==> src/csd_pkg.sv <==
package csd_pkg;

  // LCG recurrence: seed = seed * LCG_MUL + LCG_ADD
  localparam logic [31:0] LCG_MUL  = 32'h0003_43FD;
  localparam logic [31:0] LCG_ADD  = 32'h0026_9EC3;
  localparam logic [31:0] LCG_SEED = 32'h0000_0001;

  localparam logic [9:0] CIPHER_RESET = 10'd640;

  // archive layout
  localparam int unsigned FIRST_CIPHER_POS = 10;
  localparam int unsigned FLAG_POS         = 16;
  localparam int unsigned SUM_POS          = 18;
  localparam int unsigned HELD_DEPTH       = 6;

  // control of the shared LCG unit
  typedef struct packed {
    logic restart;
    logic step;
  } lcg_ctrl_t;

endpackage

==> src/codeplug_stream_decrypt.sv <==
// Stream decryptor for a configuration archive, one byte per transaction.
// Input channel: in_valid_i / in_stall_o carry data_byte_i and last_byte_i.
// Output channel: out_valid_o / out_stall_i carry out_byte_o, run_end_o,
// file_end_o and header_bad_o. A transaction moves when valid is high and
// stall is low. Config: cfg_valid_i / cfg_ready_o write cipher_length;
// write it only while the block is idle.
// Bytes 0..9 go straight to the emit step. Bytes 10..15 are held and
// leave with byte 16 as a burst of seven results; each result goes
// through the decode step, the key step when covered by the cipher, and
// the emit step. Bytes from 17 on take the same path, one result each.
// An archive ending at bytes 10..15 flushes its held bytes through the
// flush and emit steps. The shared LCG multiplier steps once per covered
// byte and the key update follows it in the next cycle.
// The block stalls its input while an item is being worked on. A stalled
// result holds in the output register; the sequencer waits in the emit
// step until it is taken.
// Reset (rst_ni, async, active low) restores cipher_length to 640 and the
// archive state; a transaction with last_byte_i set does the same for the
// archive state after its results are sent.
module codeplug_stream_decrypt #(
  parameter int unsigned FILE_MAX_BYTES = 1024
) (
  input  logic       clk_i,
  input  logic       rst_ni,
  input  logic       in_valid_i,
  output logic       in_stall_o,
  input  logic [7:0] data_byte_i,
  input  logic       last_byte_i,
  output logic       out_valid_o,
  input  logic       out_stall_i,
  output logic [7:0] out_byte_o,
  output logic       run_end_o,
  output logic       file_end_o,
  output logic       header_bad_o,
  input  logic       cfg_valid_i,
  output logic       cfg_ready_o,
  input  logic [9:0] cfg_data_i
);

  localparam int unsigned PW = $clog2(FILE_MAX_BYTES);
  localparam int unsigned CW = (PW > 10) ? PW : 10;
  localparam logic [PW-1:0] POS_MAX = PW'(FILE_MAX_BYTES - 1);
  localparam logic [PW-1:0] POS_FIRST = PW'(csd_pkg::FIRST_CIPHER_POS);
  localparam logic [PW-1:0] POS_FLAG = PW'(csd_pkg::FLAG_POS);
  localparam logic [PW-1:0] POS_SUM = PW'(csd_pkg::SUM_POS);
  localparam logic [2:0] IDX_FLAG = 3'(csd_pkg::HELD_DEPTH);

  typedef enum logic [2:0] {
    ST_IDLE,
    ST_DEC,
    ST_KEY,
    ST_FLUSH,
    ST_EMIT
  } state_e;

  typedef enum logic [1:0] {
    MODE_DIRECT,
    MODE_BURST,
    MODE_FLUSH
  } mode_e;

  state_e      state_q;
  mode_e       mode_q;
  logic [PW-1:0] position_q;
  logic [9:0]  cipher_q;
  logic [7:0]  raw_q;
  logic        last_q;
  logic [7:0]  plain_q;
  logic [7:0]  key_q;
  logic [7:0]  byte8_q;
  logic [7:0]  byte9_q;
  logic [7:0]  sum_q;
  logic        enc_q;
  logic [2:0]  idx_q;
  logic [2:0]  cnt_q;
  logic [7:0]  held_q [csd_pkg::HELD_DEPTH];

  logic        out_valid_q;
  logic [7:0]  out_byte_q;
  logic        run_end_q;
  logic        file_end_q;
  logic        header_bad_q;

  csd_pkg::lcg_ctrl_t lcg_ctrl;
  logic [7:0]  lcg_byte;

  // shared LCG unit
  csd_lcg u_lcg (
    .clk_i      (clk_i),
    .rst_ni     (rst_ni),
    .ctrl_i     (lcg_ctrl),
    .key_byte_o (lcg_byte)
  );

  logic        in_fire;
  logic        slot_free;
  logic [PW-1:0] held_off;
  logic [7:0]  held_rd;
  logic [PW-1:0] wpos;
  logic [7:0]  wraw;
  logic        covered;
  logic [7:0]  plain_d;
  logic        is_flag_slot;
  logic        is_sum;
  logic        emit_final;
  logic [7:0]  emit_byte;
  logic        emit_bad;
  logic        archive_done;

  assign in_stall_o  = (state_q != ST_IDLE);
  assign in_fire     = in_valid_i && !in_stall_o;
  assign slot_free   = !out_valid_q || !out_stall_i;
  assign cfg_ready_o = 1'b1;

  assign held_off = position_q - POS_FIRST;
  assign held_rd  = held_q[idx_q];

  // byte under decode: a held byte or byte 16 in a burst, else the input
  always_comb begin
    if (mode_q == MODE_BURST) begin
      wpos = POS_FIRST + PW'(idx_q);
      wraw = (idx_q == IDX_FLAG) ? raw_q : held_rd;
    end else begin
      wpos = position_q;
      wraw = raw_q;
    end
    covered = enc_q && (wpos >= POS_FIRST) && (CW'(wpos) < CW'(cipher_q));
    plain_d = (covered && (wpos != POS_FLAG)) ? (wraw ^ key_q) : wraw;
  end

  // result value and end flags
  always_comb begin
    is_flag_slot = (mode_q == MODE_BURST) && (idx_q == IDX_FLAG);
    is_sum       = (mode_q == MODE_DIRECT) && (position_q == POS_SUM);
    case (mode_q)
      MODE_DIRECT: emit_final = 1'b1;
      MODE_BURST:  emit_final = (idx_q == IDX_FLAG);
      MODE_FLUSH:  emit_final = (idx_q == cnt_q);
      default:     emit_final = 1'b1;
    endcase
    if (is_flag_slot) begin
      emit_byte = 8'h00;
    end else if (is_sum && enc_q) begin
      emit_byte = 8'h00 - (sum_q - byte8_q);
    end else begin
      emit_byte = plain_q;
    end
    emit_bad = is_sum && ((sum_q + plain_q) != 8'h00);
  end

  assign archive_done = (state_q == ST_EMIT) && slot_free && emit_final && last_q;

  // LCG control
  always_comb begin
    lcg_ctrl.restart = archive_done ||
                       (in_fire && (position_q == POS_FLAG));
    lcg_ctrl.step    = (state_q == ST_DEC) && covered;
  end

  // sequencer, archive state and output register
  always_ff @(posedge clk_i or negedge rst_ni) begin
    if (!rst_ni) begin
      state_q      <= ST_IDLE;
      mode_q       <= MODE_DIRECT;
      position_q   <= '0;
      cipher_q     <= csd_pkg::CIPHER_RESET;
      key_q        <= '0;
      byte8_q      <= '0;
      byte9_q      <= '0;
      sum_q        <= '0;
      enc_q        <= 1'b0;
      idx_q        <= '0;
      cnt_q        <= '0;
      last_q       <= 1'b0;
      out_valid_q  <= 1'b0;
    end else begin
      if (cfg_valid_i && cfg_ready_o) begin
        cipher_q <= cfg_data_i;
      end
      // output valid: set when the emit step loads, cleared when taken
      if ((state_q == ST_EMIT) && slot_free) begin
        out_valid_q <= 1'b1;
      end else if (out_valid_q && !out_stall_i) begin
        out_valid_q <= 1'b0;
      end

      case (state_q)
        ST_IDLE: begin
          if (in_fire) begin
            raw_q  <= data_byte_i;
            last_q <= last_byte_i;
            idx_q  <= '0;
            if (position_q < POS_FIRST) begin
              if (position_q == PW'(8)) begin
                byte8_q <= data_byte_i;
              end
              if (position_q == PW'(9)) begin
                byte9_q <= data_byte_i;
              end
              sum_q   <= sum_q + data_byte_i;
              plain_q <= data_byte_i;
              mode_q  <= MODE_DIRECT;
              state_q <= ST_EMIT;
            end else if (position_q < POS_FLAG) begin
              held_q[held_off[2:0]] <= data_byte_i;
              if (last_byte_i) begin
                cnt_q   <= held_off[2:0];
                mode_q  <= MODE_FLUSH;
                state_q <= ST_FLUSH;
              end else begin
                position_q <= position_q + 1'b1;
              end
            end else if (position_q == POS_FLAG) begin
              enc_q   <= (data_byte_i != 8'h00);
              key_q   <= data_byte_i - byte9_q + byte8_q;
              byte8_q <= data_byte_i;
              mode_q  <= MODE_BURST;
              state_q <= ST_DEC;
            end else begin
              mode_q  <= MODE_DIRECT;
              state_q <= ST_DEC;
            end
          end
        end
        ST_DEC: begin
          plain_q <= plain_d;
          if (wpos < POS_SUM) begin
            sum_q <= sum_q + plain_d;
          end
          state_q <= covered ? ST_KEY : ST_EMIT;
        end
        ST_KEY: begin
          key_q   <= key_q + plain_q + lcg_byte;
          state_q <= ST_EMIT;
        end
        ST_FLUSH: begin
          plain_q <= held_rd;
          state_q <= ST_EMIT;
        end
        ST_EMIT: begin
          if (slot_free) begin
            out_byte_q   <= emit_byte;
            run_end_q    <= emit_final;
            file_end_q   <= emit_final && last_q;
            header_bad_q <= emit_bad;
            if (!emit_final) begin
              idx_q   <= idx_q + 1'b1;
              state_q <= (mode_q == MODE_FLUSH) ? ST_FLUSH : ST_DEC;
            end else begin
              state_q <= ST_IDLE;
              if (last_q) begin
                position_q <= '0;
                key_q      <= '0;
                byte8_q    <= '0;
                byte9_q    <= '0;
                sum_q      <= '0;
                enc_q      <= 1'b0;
              end else if (position_q != POS_MAX) begin
                position_q <= position_q + 1'b1;
              end
            end
          end
        end
        default: state_q <= ST_IDLE;
      endcase
    end
  end

  assign out_valid_o  = out_valid_q;
  assign out_byte_o   = out_byte_q;
  assign run_end_o    = run_end_q;
  assign file_end_o   = file_end_q;
  assign header_bad_o = header_bad_q;

`ifndef SYNTHESIS
  // key update only follows a decode step that advanced the LCG
  a_key_after_dec: assert property (@(posedge clk_i) disable iff (!rst_ni)
    (state_q == ST_KEY) |-> $past(state_q == ST_DEC))
    else $error("key update without preceding decode");

  // a new result is only loaded from the emit step
  a_load_from_emit: assert property (@(posedge clk_i) disable iff (!rst_ni)
    $rose(out_valid_q) |-> $past(state_q == ST_EMIT))
    else $error("result loaded outside emit step");

  // file end only marks the closing result of a transaction
  a_file_end_run_end: assert property (@(posedge clk_i) disable iff (!rst_ni)
    (out_valid_q && file_end_q) |-> run_end_q)
    else $error("file_end without run_end");

  // position saturates at the archive limit POS_MAX
  a_pos_range: assert property (@(posedge clk_i) disable iff (!rst_ni)
    position_q <= POS_MAX)
    else $error("position out of range");

  // burst index never passes the byte 16 slot
  a_idx_range: assert property (@(posedge clk_i) disable iff (!rst_ni)
    (state_q == ST_DEC && mode_q == MODE_BURST) |-> (idx_q <= IDX_FLAG))
    else $error("burst index out of range");
`endif

endmodule

==> src/csd_lcg.sv <==
module csd_lcg (
  input  logic              clk_i,
  input  logic              rst_ni,
  input  csd_pkg::lcg_ctrl_t ctrl_i,
  output logic [7:0]        key_byte_o
);

  logic [31:0] seed_q, seed_d;

  // one LCG step per request; restart wins
  always_comb begin
    seed_d = seed_q;
    if (ctrl_i.restart) begin
      seed_d = csd_pkg::LCG_SEED;
    end else if (ctrl_i.step) begin
      seed_d = seed_q * csd_pkg::LCG_MUL + csd_pkg::LCG_ADD;
    end
  end

  always_ff @(posedge clk_i or negedge rst_ni) begin
    if (!rst_ni) begin
      seed_q <= csd_pkg::LCG_SEED;
    end else begin
      seed_q <= seed_d;
    end
  end

  // low byte of bits 31..16
  assign key_byte_o = seed_q[23:16];

endmodule
==> config.mk <==
export PLATFORM = sky130hd
export DESIGN_NAME = codeplug_stream_decrypt
export DESIGN_NICKNAME = d
export VERILOG_FILES = /design/src/csd_pkg.sv /design/src/codeplug_stream_decrypt.sv /design/src/csd_lcg.sv
export SDC_FILE = /design/constraint.sdc
export NUM_CORES = 1
export LEC_CHECK = 0
export BUFFER_PORTS_ARGS = -buffer_cell sky130_fd_sc_hd__buf_4
export CORE_AREA = 5 5 231 233
export DETAILED_ROUTE_END_ITERATION = 10
export DIE_AREA = 0 0 236 238
export HOLD_SLACK_MARGIN = 0.15
export SYNTH_ARGS = -nofsm -noshare
export SYNTH_HDL_FRONTEND = slang
export SYNTH_SLANG_ARGS = --single-unit
export TNS_END_PERCENT = 20
==> constraint.sdc <==
create_clock -name clk_i -period 8.3 [get_ports clk_i]
set_clock_uncertainty 0.1 [all_clocks]
set_input_delay 0.415 -clock clk_i [delete_from_list [all_inputs] [get_ports clk_i]]
set_output_delay 0.415 -clock clk_i [all_outputs]
set_load 0.02 [all_outputs]
==> results of run 1 <==
-- worst reg2reg max path, stage by stage, from the launching register on --
cell	delay (ns)
sky130_fd_sc_hd__dfrtp_1	0.52
sky130_fd_sc_hd__fa_1	0.51
sky130_fd_sc_hd__inv_1	0.15
sky130_fd_sc_hd__fa_1	0.47
sky130_fd_sc_hd__fa_1	0.53
sky130_fd_sc_hd__inv_1	0.06
sky130_fd_sc_hd__fa_1	0.50
sky130_fd_sc_hd__inv_1	0.05
sky130_fd_sc_hd__fa_1	0.47
sky130_fd_sc_hd__fa_1	0.55
sky130_fd_sc_hd__inv_1	0.05
sky130_fd_sc_hd__ha_1	0.21
sky130_fd_sc_hd__or3_1	0.31
sky130_fd_sc_hd__o31ai_1	0.59
sky130_fd_sc_hd__a221oi_1	0.28
sky130_fd_sc_hd__o21a_1	0.25
sky130_fd_sc_hd__or3_1	0.30
sky130_fd_sc_hd__a31o_2	0.25
-- sequential cells by signal, summed over array words and instances (netlist names), 2 cells and up --
| register | count |
|---|---|
| u_lcg.seed_q | 24 |
| mode_q | 2 |
| byte8_q | 8 |
| raw_q | 8 |
| cipher_q | 10 |
| byte9_q | 8 |
| state_q | 3 |
| idx_q | 3 |
| held_q | 48 |
| out_byte_o | 8 |
| cnt_q | 3 |
| sum_q | 8 |
| plain_q | 8 |
| key_q | 8 |
| position_q | 10 |
-- layout make-up --
class                   instances  area [um^2]
clock buffers                  18          439
clock inverters                14          144
fillers                      5141        34200
inverters                     296         1110
multi-input cells            1019         9250
flip-flops and latches        165         4510
well taps                     680          851
repair buffers                 61          498
-- worst min path at each step --
stage / slack (ns) / cells past startpoint / startpoint / to
6_report: 0.16 / 1 / data_byte_i[3] / raw_q[3]
3_5_place_dp: 0.37 / 1 / rst_ni / cnt_q[0]
2_1_floorplan: 0.02 / 0 / rst_ni / byte8_q[0]
4_1_cts: 0.15 / 2 / cfg_valid_i / cipher_q[4]
5_1_grt: 0.16 / 1 / data_byte_i[3] / held_q[1][3]
3_3_place_gp: 0.37 / 1 / rst_ni / byte8_q[5]
-- Yosys cell counts (all sizes together) (14+ instances only) --
cell,instances
o21a,15
clkbuf,38
mux2,22
nor2,76
o21ai,90
a21oi,81
o31ai,16
nor2b,24
fa,129
edfxtp,75
inv,296
nand2,85
a21o,23
dfrtp,87
nand4,14
nor3,21
and3,19
xor2,22
nand3,20
xnor2,49
ha,162
mux2i,23
-- metal layers --
layer	global-route usage [%]	vias to the layer above	routed length (um)
li1	-	5194	-
met1	18.3	5406	17100
met2	22.4	224	17700
met3	1.69	42	1320
met4	3.59	0	712
met5	0	-	0
-- stage by stage --
stage	hold slack, ns	instance area [um^2]	util [%]	setup WS [ns]
finish	0.163	16800	32.9	2.07
global route	0.165	16800	32.9	1.72
CTS	0.152	16800	32.9	2.10
detailed placement	0.371	16100	31.5	2.14
global placement	0.365	16100	31.5	2.16
floorplan	0.0194	15100	-	2.69
-- kinds of logic (layout without fill, tap and decap cells) --
kind of cell	count (synthesis)	after routing
muxes	53	53
buffers and inverters	344	389
other	1	1
adders and majority gates	291	291
and+or+nand+nor	305	305
DFF	165	165
xor gates and xnor gates	71	71
AOI/OAI and AO/OA	298	298
==> results, run 1 <==
- By area, the combinational part of the netlist is dominated by adder cells.
- In the synthesized netlist the dominant register cell turns out to be sky130_fd_sc_hd__dfrtp_1.
- The count of nets left with antenna violations once routing finished came out at 0.
- Data on the critical path is required at its endpoint by 8.54 ns.
- The routed design could run at a clock period as short as 6.23 ns.
- The final cycle utilization of the critical path is 75.1%.
- The commonest non-fill, non-tap cell in the layout is sky130_fd_sc_hd__inv_1.
- Clock tree synthesis inserted a total of 17 buffers.
- Leaving out fill and tap cells, the most frequent cells in the layout are sky130_fd_sc_hd__inv_1 (296), sky130_fd_sc_hd__ha_1 (162), sky130_fd_sc_hd__fa_1 (129).
- Sorting the synthesized cells by area gives the leading types as sky130_fd_sc_hd__fa_1 (17%), sky130_fd_sc_hd__edfxtp_1 (15%), sky130_fd_sc_hd__dfrtp_1 (14%).
- The fraction of synthesized cell area taken by the top area cell type is 17.1%.
- The simple-gate share of the synthesized area is 9.84%.
- The via count is 10.9k.
- Entering global routing, the biggest net connects 52 pins.
- The number of nets in the layout is 1,875.
- The signal on the critical path passes through fa_1 > inv_1 > fa_1 > fa_1 > inv_1 > fa_1 > inv_1 > fa_1 > fa_1 > inv_1 > ha_1 > or3_1 > o31ai_1 > a221oi_1 > o21a_1 > or3_1 > a31o_2.
- The slew at the pin with the worst max-slew slack is 1.27 ns.
- The total congestion overflow after global routing is 0.
- The count of flip-flops with a built-in enable after synthesis is 75.
- The initial antenna violation count is 0.
- After clock tree synthesis, the clock-pin slew on the worst setup and hold paths is 0.07 ns.
- The arithmetic-cell share of the synthesized area counting full adders, half adders and majority gates is 30.6%.
- For this configuration, the core starts out at a cell density of 29.5%.
- Of all nets on the critical path, the largest fanout is 8.
- The number of max-slew violations in the final report is 0.
- In this run the tightest slew margin relative to its limit is 14.3%.
- TritonCTS built the clock tree.
- In this run, synthesis produced a sequential element count of 165.
- Data arrives at the worst endpoint at 6.47 ns.
- The length in cells of the worst reg-to-reg path is 17.
- The proportion of synthesized flip-flops having asynchronous set or reset is 54.5%.
- CTS saw 165 sinks.
- During synthesis, Yosys emitted a total of 0 warnings.
- The critical path is of the reg -> reg type.
- The multiplexer area fraction after synthesis is 4.37%.
- In this run the number of cells on the critical path is 17.
- The delay of the slowest cell on the worst path is 0.59 ns.
- The setup TNS is 0 ns.
- The reg2reg setup slack is 2.07 ns.
- After synthesis, flip-flops and latches occupy 29.9% of the total area.
- The total die area is 56,200 um^2.
- The number of instances in the synthesized netlist is 1,528.
- The routability congestion estimate from global placement is 0.880.
- The cell family contributing the most delay on the critical path is adder cells.
- The via count of the first global-routing pass is 11.4k.
- The endpoint identified for the worst register-to-register timing path is u_lcg.seed_q[21].
- Counting distinct cell types in the post-synthesis netlist gives 71.
- The worst setup path is launched from a register.
- Buffers inserted to repair hold after CTS numbered 16.
- The synthesized netlist devotes 12.4% of its cell area to compound gates.
- The run finished with clean final reports.
- In this run the post-CTS setup repair buffer count came out at 0.
- Buffers placed on the I/O ports in this run total 36.
- The DRC violation count after routing is 0.
- The pre-antenna-repair detailed-routing pass consisted of 5 iterations.
- The relative area change from synthesis to final layout is 11.5%.
- The count of maximum capacitance violations is 0.
- After detailed placement, the design holds a cell count of 2,205.
- The proportion of layout cells with a drive suffix above 1 is 7.69%.
- In the final routed layout, each cell accounts on average for 16.3 um.
- 38 I/O pins were placed.
- At the later pin of the worst-skew pair, clock insertion delay measures 0.45 ns.
- The violation count after the first detailed-routing iteration is 754.
- The most numerous cell type found on the critical path is sky130_fd_sc_hd__fa_1.
- The total track usage is 13.3%.
- The floorplan step defined a core boundary enclosing 51,000 um^2.
- The total buffers and inverters traversed by the critical path is 4.
- Dividing the synthesized area by the synthesized cell count gives 9.86 um^2.
- The number of endpoints failing setup at the final stage is 0.
- The floorplan step set the die height to 238 um.
- After Yosys synthesis, XOR and XNOR cells account for 4.13% of the synthesized area.
- The hold violation total from the final report was 0.
- The H-tree level count is 4.
- The launch instance of the worst register-to-register path is u_lcg.seed_q[3].
- The top achievable clock speed is 160 MHz.
- The die is 236 um wide.
- The first global-routing pass estimated 60.9 mm of wire.
- Among all stages on the critical path, the largest delay is contributed by sky130_fd_sc_hd__o31ai_1.
- The post-synthesis net count is 1,843.
- The overall routed net length is 36.8 mm.
- The largest buffer count on any clock path is 2.
- The antenna diode instance count is 0.
- Tracing the worst setup path back leads to its startpoint at u_lcg.seed_q[3].
- Setup repair after global routing left no endpoint under its margin.
- The min-delay analysis places its worst path in the category in -> reg.
- In this run the core area contains 83 standard-cell rows.
- Gates resized during post-CTS repair numbered 0.
- The worst setup path is captured at a register.
- The synthesized netlist occupies a cell area of 15,100 um^2.
- The via density per instance is 4.82.
- The placed wire-length estimate after detailed placement is 29.1 mm.
- The worst setup path endpoint is u_lcg.seed_q[21].
- The cell chosen for the clock root is sky130_fd_sc_hd__clkbuf_16.
- The post-layout instance count excluding filler cells is 2,253.
- The most area-hungry cell type in the Yosys netlist is sky130_fd_sc_hd__fa_1.
Power of run 1 is not shown: default switching activity piles up to over one toggle a cycle in this logic, so the estimate is an artifact.
==> run 2, diff against run 1 <==
Settings changed: ABC_AREA set to 1.
Clock period 8.3 ns to 5.5 ns, I/O delays scaled along.
==> run 2 against run 1 <==
  * Routed wire length up 5.6%
  * Critical endpoint is now u_lcg.seed_q[23]
  * Count of clock-buffer cells in the layout down 1
  * Final area up 5.0%
  * Synthesized cell count up 13%
==> results, run 2 <==
- The run finished with clean final reports.
- 0 antenna diodes ended up in the layout.
- The floorplan row count is 83.
- The number of instances in the synthesized netlist is 1,724.
- Among all stages on the critical path, the largest delay is contributed by sky130_fd_sc_hd__fa_1.
- The number of nets in the layout is 2,158.
- The placeable core region is 51,000 um^2.
- The number of buffers and inverters on the critical path is 5.
- The slew at the pin with the worst max-slew slack is 1.20 ns.
- The hold violation total from the final report is 0.
- In this run the worst path has a maximum fanout of 7.
- The maximum number of pins on one net before global-route repair is 51.
- Before antenna repair, the detailed router went through 5 iterations.
- The relative area change from synthesis to final layout is 16.6%.
- Buffers placed on the I/O ports in this run total 36.
- The routed layout has 11.7k vias.
- At the worst endpoint, the required time is 5.74 ns.
- The count of maximum capacitance violations is 0.
- Setup repair after global routing could not meet its margin everywhere.
- In this run, distinct cell masters in the synthesized netlist total 50.
- Counting instances in the post-synthesis netlist gives the leading cell types as sky130_fd_sc_hd__inv_1 (370), sky130_fd_sc_hd__nand2_1 (310), sky130_fd_sc_hd__ha_1 (162), sky130_fd_sc_hd__fa_1 (129), sky130_fd_sc_hd__o21ai_0 (102).
- The die outline height is 238 um.
- The longest clock path from root to sink contains 2 buffers.
- The cell chosen for the clock root is sky130_fd_sc_hd__clkbuf_16.
- At the end of routability-driven placement, the weighted congestion stood at 0.909.
- STA classifies the critical path startpoint as a register.
- The leading cell type by number of instances after synthesis is sky130_fd_sc_hd__inv_1.
- After detailed routing, the number of vias per cell comes to 4.60.
- The library cell used most frequently in the layout, excluding fill and tap cells, is sky130_fd_sc_hd__inv_1.
- The cell family contributing the most delay on the critical path is adder cells.
- The total of warnings raised by yosys is 0.
- Setup violations remaining at the end of the flow were counted as 0.
- The most used flip-flop cell after synthesis is sky130_fd_sc_hd__dfrtp_1.
- The CTS tree is yes.
- The register with the most flip-flops in the layout has 48 of them.
- For this run, the slowest stage of the critical path takes 0.55 ns.
- The via count of the first global-routing pass is 12.0k.
- The initial antenna violation count is 0.
- The worst setup path is captured at a register.
- The placed wire-length estimate after detailed placement is 31.4 mm.
- The number of max-slew violations in the final report is 0.
- The post-synthesis net count is 2,039.
- Wires add up to 38.9 mm.
- The clock sink count is 165.
- The clock transition at the registers of the reported paths is 0.07 ns.
- The post-layout minimum cycle time is 5.35 ns.
- The mean area per synthesized cell is 8.77 um^2.
- For this run, design rule violations remaining after detail routing come to 0.
- In this run the cell area of the synthesized design comes to 15,100 um^2.
- Sequential cells were found to cover 29.8% of the synthesized design area.
- The cell with the most instances on the worst path is sky130_fd_sc_hd__fa_1.
- In this run, synthesis inferred 75 flip-flops with an integrated enable.
- The total die area is 56,200 um^2.
- Of all flip-flops after synthesis, the portion carrying an async set or reset was 54.5%.
- Data on the critical path arrives at its endpoint at 5.60 ns.
- Of all cell types, the one taking the most synthesized area is sky130_fd_sc_hd__fa_1.
- The detailed-route wire length per cell is 15.3 um.
- Measured along the x axis, the die boundary spans 236 um.
- Global routing used 14.0% of the available tracks.
- The setup TNS is 0 ns.
- The relative max-transition margin is 19.5%.
- The clock reaches the later pin of the worst-skew pair after 0.45 ns.
- The final cycle utilization of the critical path is 97.3%.
- In this run the biggest area consumer among cell types represents 17.1% of the synthesized area.
- In this run, synthesis produced a sequential element count of 165.
- The wire length of the first global-routing pass is 63.6 mm.
- Global routing finished with a remaining overflow of 0.
- The signal on the critical path passes through buf_4 > ha_1 > inv_1 > fa_1 > inv_1 > fa_1 > fa_1 > fa_1 > inv_1 > fa_1 > inv_1 > ha_1 > nand2_2 > nor3_4 > nand2_1 > or2_2 > nand3_1 > nand3_1 > nand3_1 > nand2_1.
- The type of the worst min-delay path is in -> async.
- Ranked by total cell area, the synthesized netlist is headed by sky130_fd_sc_hd__fa_1 (17%), sky130_fd_sc_hd__edfxtp_1 (15%), sky130_fd_sc_hd__dfrtp_1 (14%).
- The H-tree generated during clock tree synthesis spans 4 levels.
- By startpoint and endpoint, the worst setup path is classified as reg -> reg.
- The top cell types in the final layout, fill and taps aside, are sky130_fd_sc_hd__inv_1 (367), sky130_fd_sc_hd__nand2_1 (307), sky130_fd_sc_hd__ha_1 (153).
- The I/O pin count is 38.
- In the final layout, the share of cells above drive strength 1 is 10.7%.
- The top achievable clock speed is 187 MHz.
- The total clock buffers created by CTS is 17.
- The number of routed nets with antenna violations is 0.
- The violation count after the first detailed-routing iteration is 605.
- The number of filler instances in the final layout is 5,181.
- The initial core utilization is 29.7%.
==> run 2: cell types whose count changed in the layout (fill, tap and decap cells not counted), moves of 21 or more <==
cell	before	now
sky130_fd_sc_hd__dlygate4sd3_1	16	41
sky130_fd_sc_hd__nor2b_1	24	0
sky130_fd_sc_hd__nand3_1	20	69
sky130_fd_sc_hd__inv_1	296	367
sky130_fd_sc_hd__buf_4	45	87
sky130_fd_sc_hd__mux2_2	22	1
sky130_fd_sc_hd__mux2i_1	23	0
sky130_fd_sc_hd__nand2_1	85	307
==> run 2: final timing paths <==
kind | startpoint | to | slack (ns) | cells after the start
min reg2reg | byte9_q[0] | byte9_q[0] | 0.40 | 2
max reg2reg | u_lcg.seed_q[3] | u_lcg.seed_q[23] | 0.15 | 20
min in group clk_i | byte9_q[0] | byte9_q[0] | 0.40 | 2
max in group asynchronous | rst_ni | u_lcg.seed_q[15] | 3.77 | 3
min | rst_ni | byte9_q[1] | 0.29 | 2
max | u_lcg.seed_q[3] | u_lcg.seed_q[23] | 0.15 | 20
==> run 2: cell type report <==
cell class                 instances  area [um^2]  share of cell area (%)
multi-input combinational       1148         9180                    52.0
sequential                       165         4520                    25.6
inverter                         383         1440                    8.15
timing repair buffer             128         1060                    6.03
tap                              680          851                    4.82
clock buffer                      17          425                    2.41
clock inverter                    15          170                   0.965
==> run 2: timing repair <==
item	CTS	global route
endpoints found under the hold margin	125	0
gates cloned	0	0
resized for setup	2	43
hold buffers	41	0
buffers inserted	0	2
pin swaps	0	6
endpoints found under the setup margin	2	11
==> run 2: metal layers <==
| layer | vias to the layer above | GRT usage (%) | part of all wire, % |
|---|---|---|---|
| met4 | 0 | 4.54 | 2.6 |
| met1 | 5629 | 18.5 | 46 |
| met3 | 53 | 2.05 | 3.7 |
| li1 | 5742 | - | - |
| met2 | 235 | 23.6 | 48 |
| met5 | - | 0 | 0 |
==> run 2: metrics by stage <==
step / utilization [%] / std cells / hold WS, ns / cell area, um^2 / worst slack, ns
floorplan: - / 1724 / -0.121 / 15100 / 0.344
detailed placement: 32.3 / 2461 / 0.234 / 16400 / 0.0122
global placement: 32.3 / 2461 / 0.231 / 16400 / 0.0826
global route: 34.6 / 2536 / 0.348 / 17600 / -0.0572
finish: 34.6 / 2536 / 0.294 / 17600 / 0.147
CTS: 34.2 / 2534 / 0.310 / 17500 / 0.0468
==> run 2: cells by family (layout without fill, tap and decap cells) <==
family / Yosys count / after routing / synth area share (%)
other: 1 / 1 / 0.0248
XOR/XNOR: 76 / 76 / 4.40
adder cells (fa/ha/maj): 291 / 291 / 30.5
flip-flops: 165 / 165 / 29.8
buffers and inverters: 411 / 543 / 10.6
AO/OA/AOI/OAI: 270 / 270 / 10.1
multiplexers: 1 / 1 / 0.0745
AND/OR/NAND/NOR: 509 / 509 / 14.5
Power of run 2 is left out for the same reason.
==> run 3, diff against run 2 <==
--- a/config.mk
+++ b/config.mk
@@ -6,6 +6,6 @@
 export NUM_CORES = 1
 export LEC_CHECK = 0
-export ABC_AREA = 1
 export BUFFER_PORTS_ARGS = -buffer_cell sky130_fd_sc_hd__buf_4
+export CAP_MARGIN = 20
 export CORE_AREA = 5 5 231 233
 export DETAILED_ROUTE_END_ITERATION = 10
==> constraint.sdc (replaced) <==
create_clock -name clk_i -period 5.5 [get_ports clk_i]
set_clock_uncertainty 0.1 [all_clocks]
set_input_delay 1.1 -clock clk_i [delete_from_list [all_inputs] [get_ports clk_i]]
set_output_delay 1.1 -clock clk_i [all_outputs]
set_load 0.02 [all_outputs]
==> run 3 against run 2 <==
  * The flow now finishes with violations (negative setup slack)
  * Maximum frequency decreased by 3.2%
  * Critical path depth decreased by 2
  * Routed wire length increased by 2.5%
  * Critical path type unchanged
  * Register-to-register slack got worse by 0.18 ns
  * Setup slack got worse by 0.18 ns
  * Via count decreased by 3.5%
  * Worst hold slack improved by 0.12 ns
  * Global-route usage increased by 0.29 points
  * Final area increased by 0.52%
  * Highest routed layer unchanged
==> results, run 3 (synthesis gave the netlist of run 1 again) <==
- For this configuration, the core starts out at a cell density of 29.5%.
- Among all stages on the critical path, the largest delay is contributed by sky130_fd_sc_hd__fa_2.
- The worst slack at placement is -0.248 ns.
- The cell with the most instances on the worst path is sky130_fd_sc_hd__inv_1.
- The die is 236 um wide.
- The overall routed net length is 39.9 mm.
- The critical path goes through inv_1 > fa_2 > inv_1 > fa_1 > ha_1 > ha_1 > fa_1 > inv_1 > fa_1 > inv_1 > ha_1 > a21o_1 > a21o_1 > a211oi_2 > a221oi_4 > o21a_1 > or3_1 > a31o_2.
- The CTS tree is yes.
- 0 antenna diodes ended up in the layout.
- The number of max-slew violations in the final report was 0.
- The insertion delay of the later-clocked pin in the worst-skew pair is 0.45 ns.
- For the worst setup path, the data required time is 5.74 ns.
- The floorplan row count is 83.
- The DRC violation count after routing is 0.
- The post-placement cell count is 2,300.
- The clock transition at the registers of the reported paths is 0.08 ns.
- The hold violation total from the final report is 0.
- The total die area is 56,200 um^2.
- The detailed-route wire length per cell is 17.0 um.
- In this design, the largest share of critical-path delay is due to adder cells.
- The clock sink count is 165.
- The via density per instance is 4.81.
- The kind of end point of the critical path is a register.
- In this run the most critical hold path is launched from cipher_q[7].
- The post-layout minimum cycle time is 5.53 ns.
- The total track usage is 14.2%.
- The initial antenna violation count is 0.
- The reg-to-reg critical path endpoint is u_lcg.seed_q[21].
- Counting the buffers created by CTS gives 17.
- Entering global routing, the biggest net connects 63 pins.
- The peak fanout along the critical path is 3.
- Port buffering added 36 buffers.
- The critical path contains buffers and inverters numbering 4 combined.
- The die outline height is 238 um.
- The total congestion overflow after global routing is 0.
- In this design, the stage delay of the slowest critical-path cell is 0.62 ns.
- The run finished, with violations left.
- The min-delay analysis places its worst path in the category reg -> reg.
- Once routing completed, OpenROAD measured the worst setup slack at -0.0329 ns.
- The post-layout instance count excluding filler cells is 2,339.
- The cts-stage hold buffer count is 0.
- The setup TNS is -0.0426 ns.
- The I/O pin count is 38.
- The start point of the critical path is u_lcg.seed_q[11].
- In the layout the commonest cells are sky130_fd_sc_hd__inv_1 (288), sky130_fd_sc_hd__ha_1 (152), sky130_fd_sc_hd__buf_4 (143).
- For the worst setup path, the data arrival time is 5.77 ns.
- The first global-routing pass estimated 64.5 mm of wire.
- The number of flip-flops in the largest register is 48.
- The core region is 51,000 um^2.
- The worst setup path is launched from a register.
- In this run the tightest slew margin relative to its limit is 25.8%.
- The layout has 5,117 filler cells.
- The largest buffer count on any clock path is 2.
- From synthesis to final layout, the design area changed by 17.7%.
- Counting cells, the worst reg-to-reg path comes to 18.
- The slew at the pin with the worst max-slew slack is 1.11 ns.
- The startpoint identified for the worst register-to-register timing path is u_lcg.seed_q[11].
- The commonest non-fill, non-tap cell in the layout is sky130_fd_sc_hd__inv_1.
- The cell chosen for the clock root is sky130_fd_sc_hd__clkbuf_16.
- For this run, the share of the core covered by cells in the final layout is 34.8%.
- The first routing iteration left 782 violations.
- Routability-driven placement finished with a final weighted congestion of 0.882.
- The worst register-to-register path has a setup slack of -0.03 ns.
- The net count of the finished layout is 1,961.
- The wire-length estimate of the detail-placed layout is 31.7 mm.
- The proportion of layout cells with a drive suffix above 1 is 16.9%.
- The detailed router placed 11.3k vias in this run.
- The critical path is of the reg -> reg type.
- Following the worst setup path forward leads to its endpoint at u_lcg.seed_q[21].
- In this run the number of H-tree levels came out at 4.
- The final reports fail on negative setup slack.
- The detail route stage leaves a number of antenna-violating nets equal to 0.
- The number of cells on the critical path is 18.
- The first detailed-routing pass took 5 iterations.
- Setup repair after global routing could not meet its margin everywhere.
- The final cycle utilization of the critical path is 101%.
- The via count of the first global-routing pass came to 12.0k.
- Across the run, the number of max-cap violations was 0.
- Setup violations remaining at the end of the flow were counted as 2.
- Static timing analysis puts the maximum clock frequency at 181 MHz.
[run 3: cell type report]
| cell class | count | area (um^2) | share of cell area [%] |
|---|---|---|---|
| Timing Repair Buffer | 147 | 1120 | 6.32 |
| Multi-Input combinational cell | 1019 | 9490 | 53.5 |
| Inverter | 296 | 1110 | 6.27 |
| Clock inverter | 15 | 210 | 1.19 |
| Tap cell | 680 | 851 | 4.80 |
| Sequential cell | 165 | 4520 | 25.5 |
| Clock buffer | 17 | 425 | 2.40 |
[run 3: metal layers]
metal	vias to the layer above	part of all wire [%]	track usage [%]
met5	-	0	0
met4	0	1.9	3.38
met3	49	3.8	2.30
met2	225	49	24.7
met1	5619	45	18.8
li1	5357	-	-
[run 3: worst min path at each step]
stage,to,cells after the start
2_1_floorplan,enc_q,1
3_3_place_gp,byte8_q[0],1
3_5_place_dp,byte8_q[0],1
4_1_cts,cipher_q[7],2
5_1_grt,cipher_q[7],2
6_report,cipher_q[7],2
[run 3: tightest hold or removal path: stages, from the launching register on]
cell and delay, ns:
sky130_fd_sc_hd__dfstp_2 0.37, sky130_fd_sc_hd__inv_1 0.06, sky130_fd_sc_hd__o21ai_0 0.08
[run 3: stage by stage]
step / cell area, um^2 / hold slack, ns
6_report: 17700 / 0.411
4_1_cts: 17600 / 0.417
2_1_floorplan: 15100 / 0.373
3_3_place_gp: 16800 / 0.394
3_5_place_dp: 16800 / 0.398
5_1_grt: 17700 / 0.427
[run 3: what timing repair did]
item / CTS / global route
endpoints found under the setup margin: 8 / 11
setup buffers: 7 / 1
resized for setup: 40 / 23
endpoints found under the hold margin: 0 / 0
pin swaps: 23 / 20
Power of run 3 is left out for the same reason.
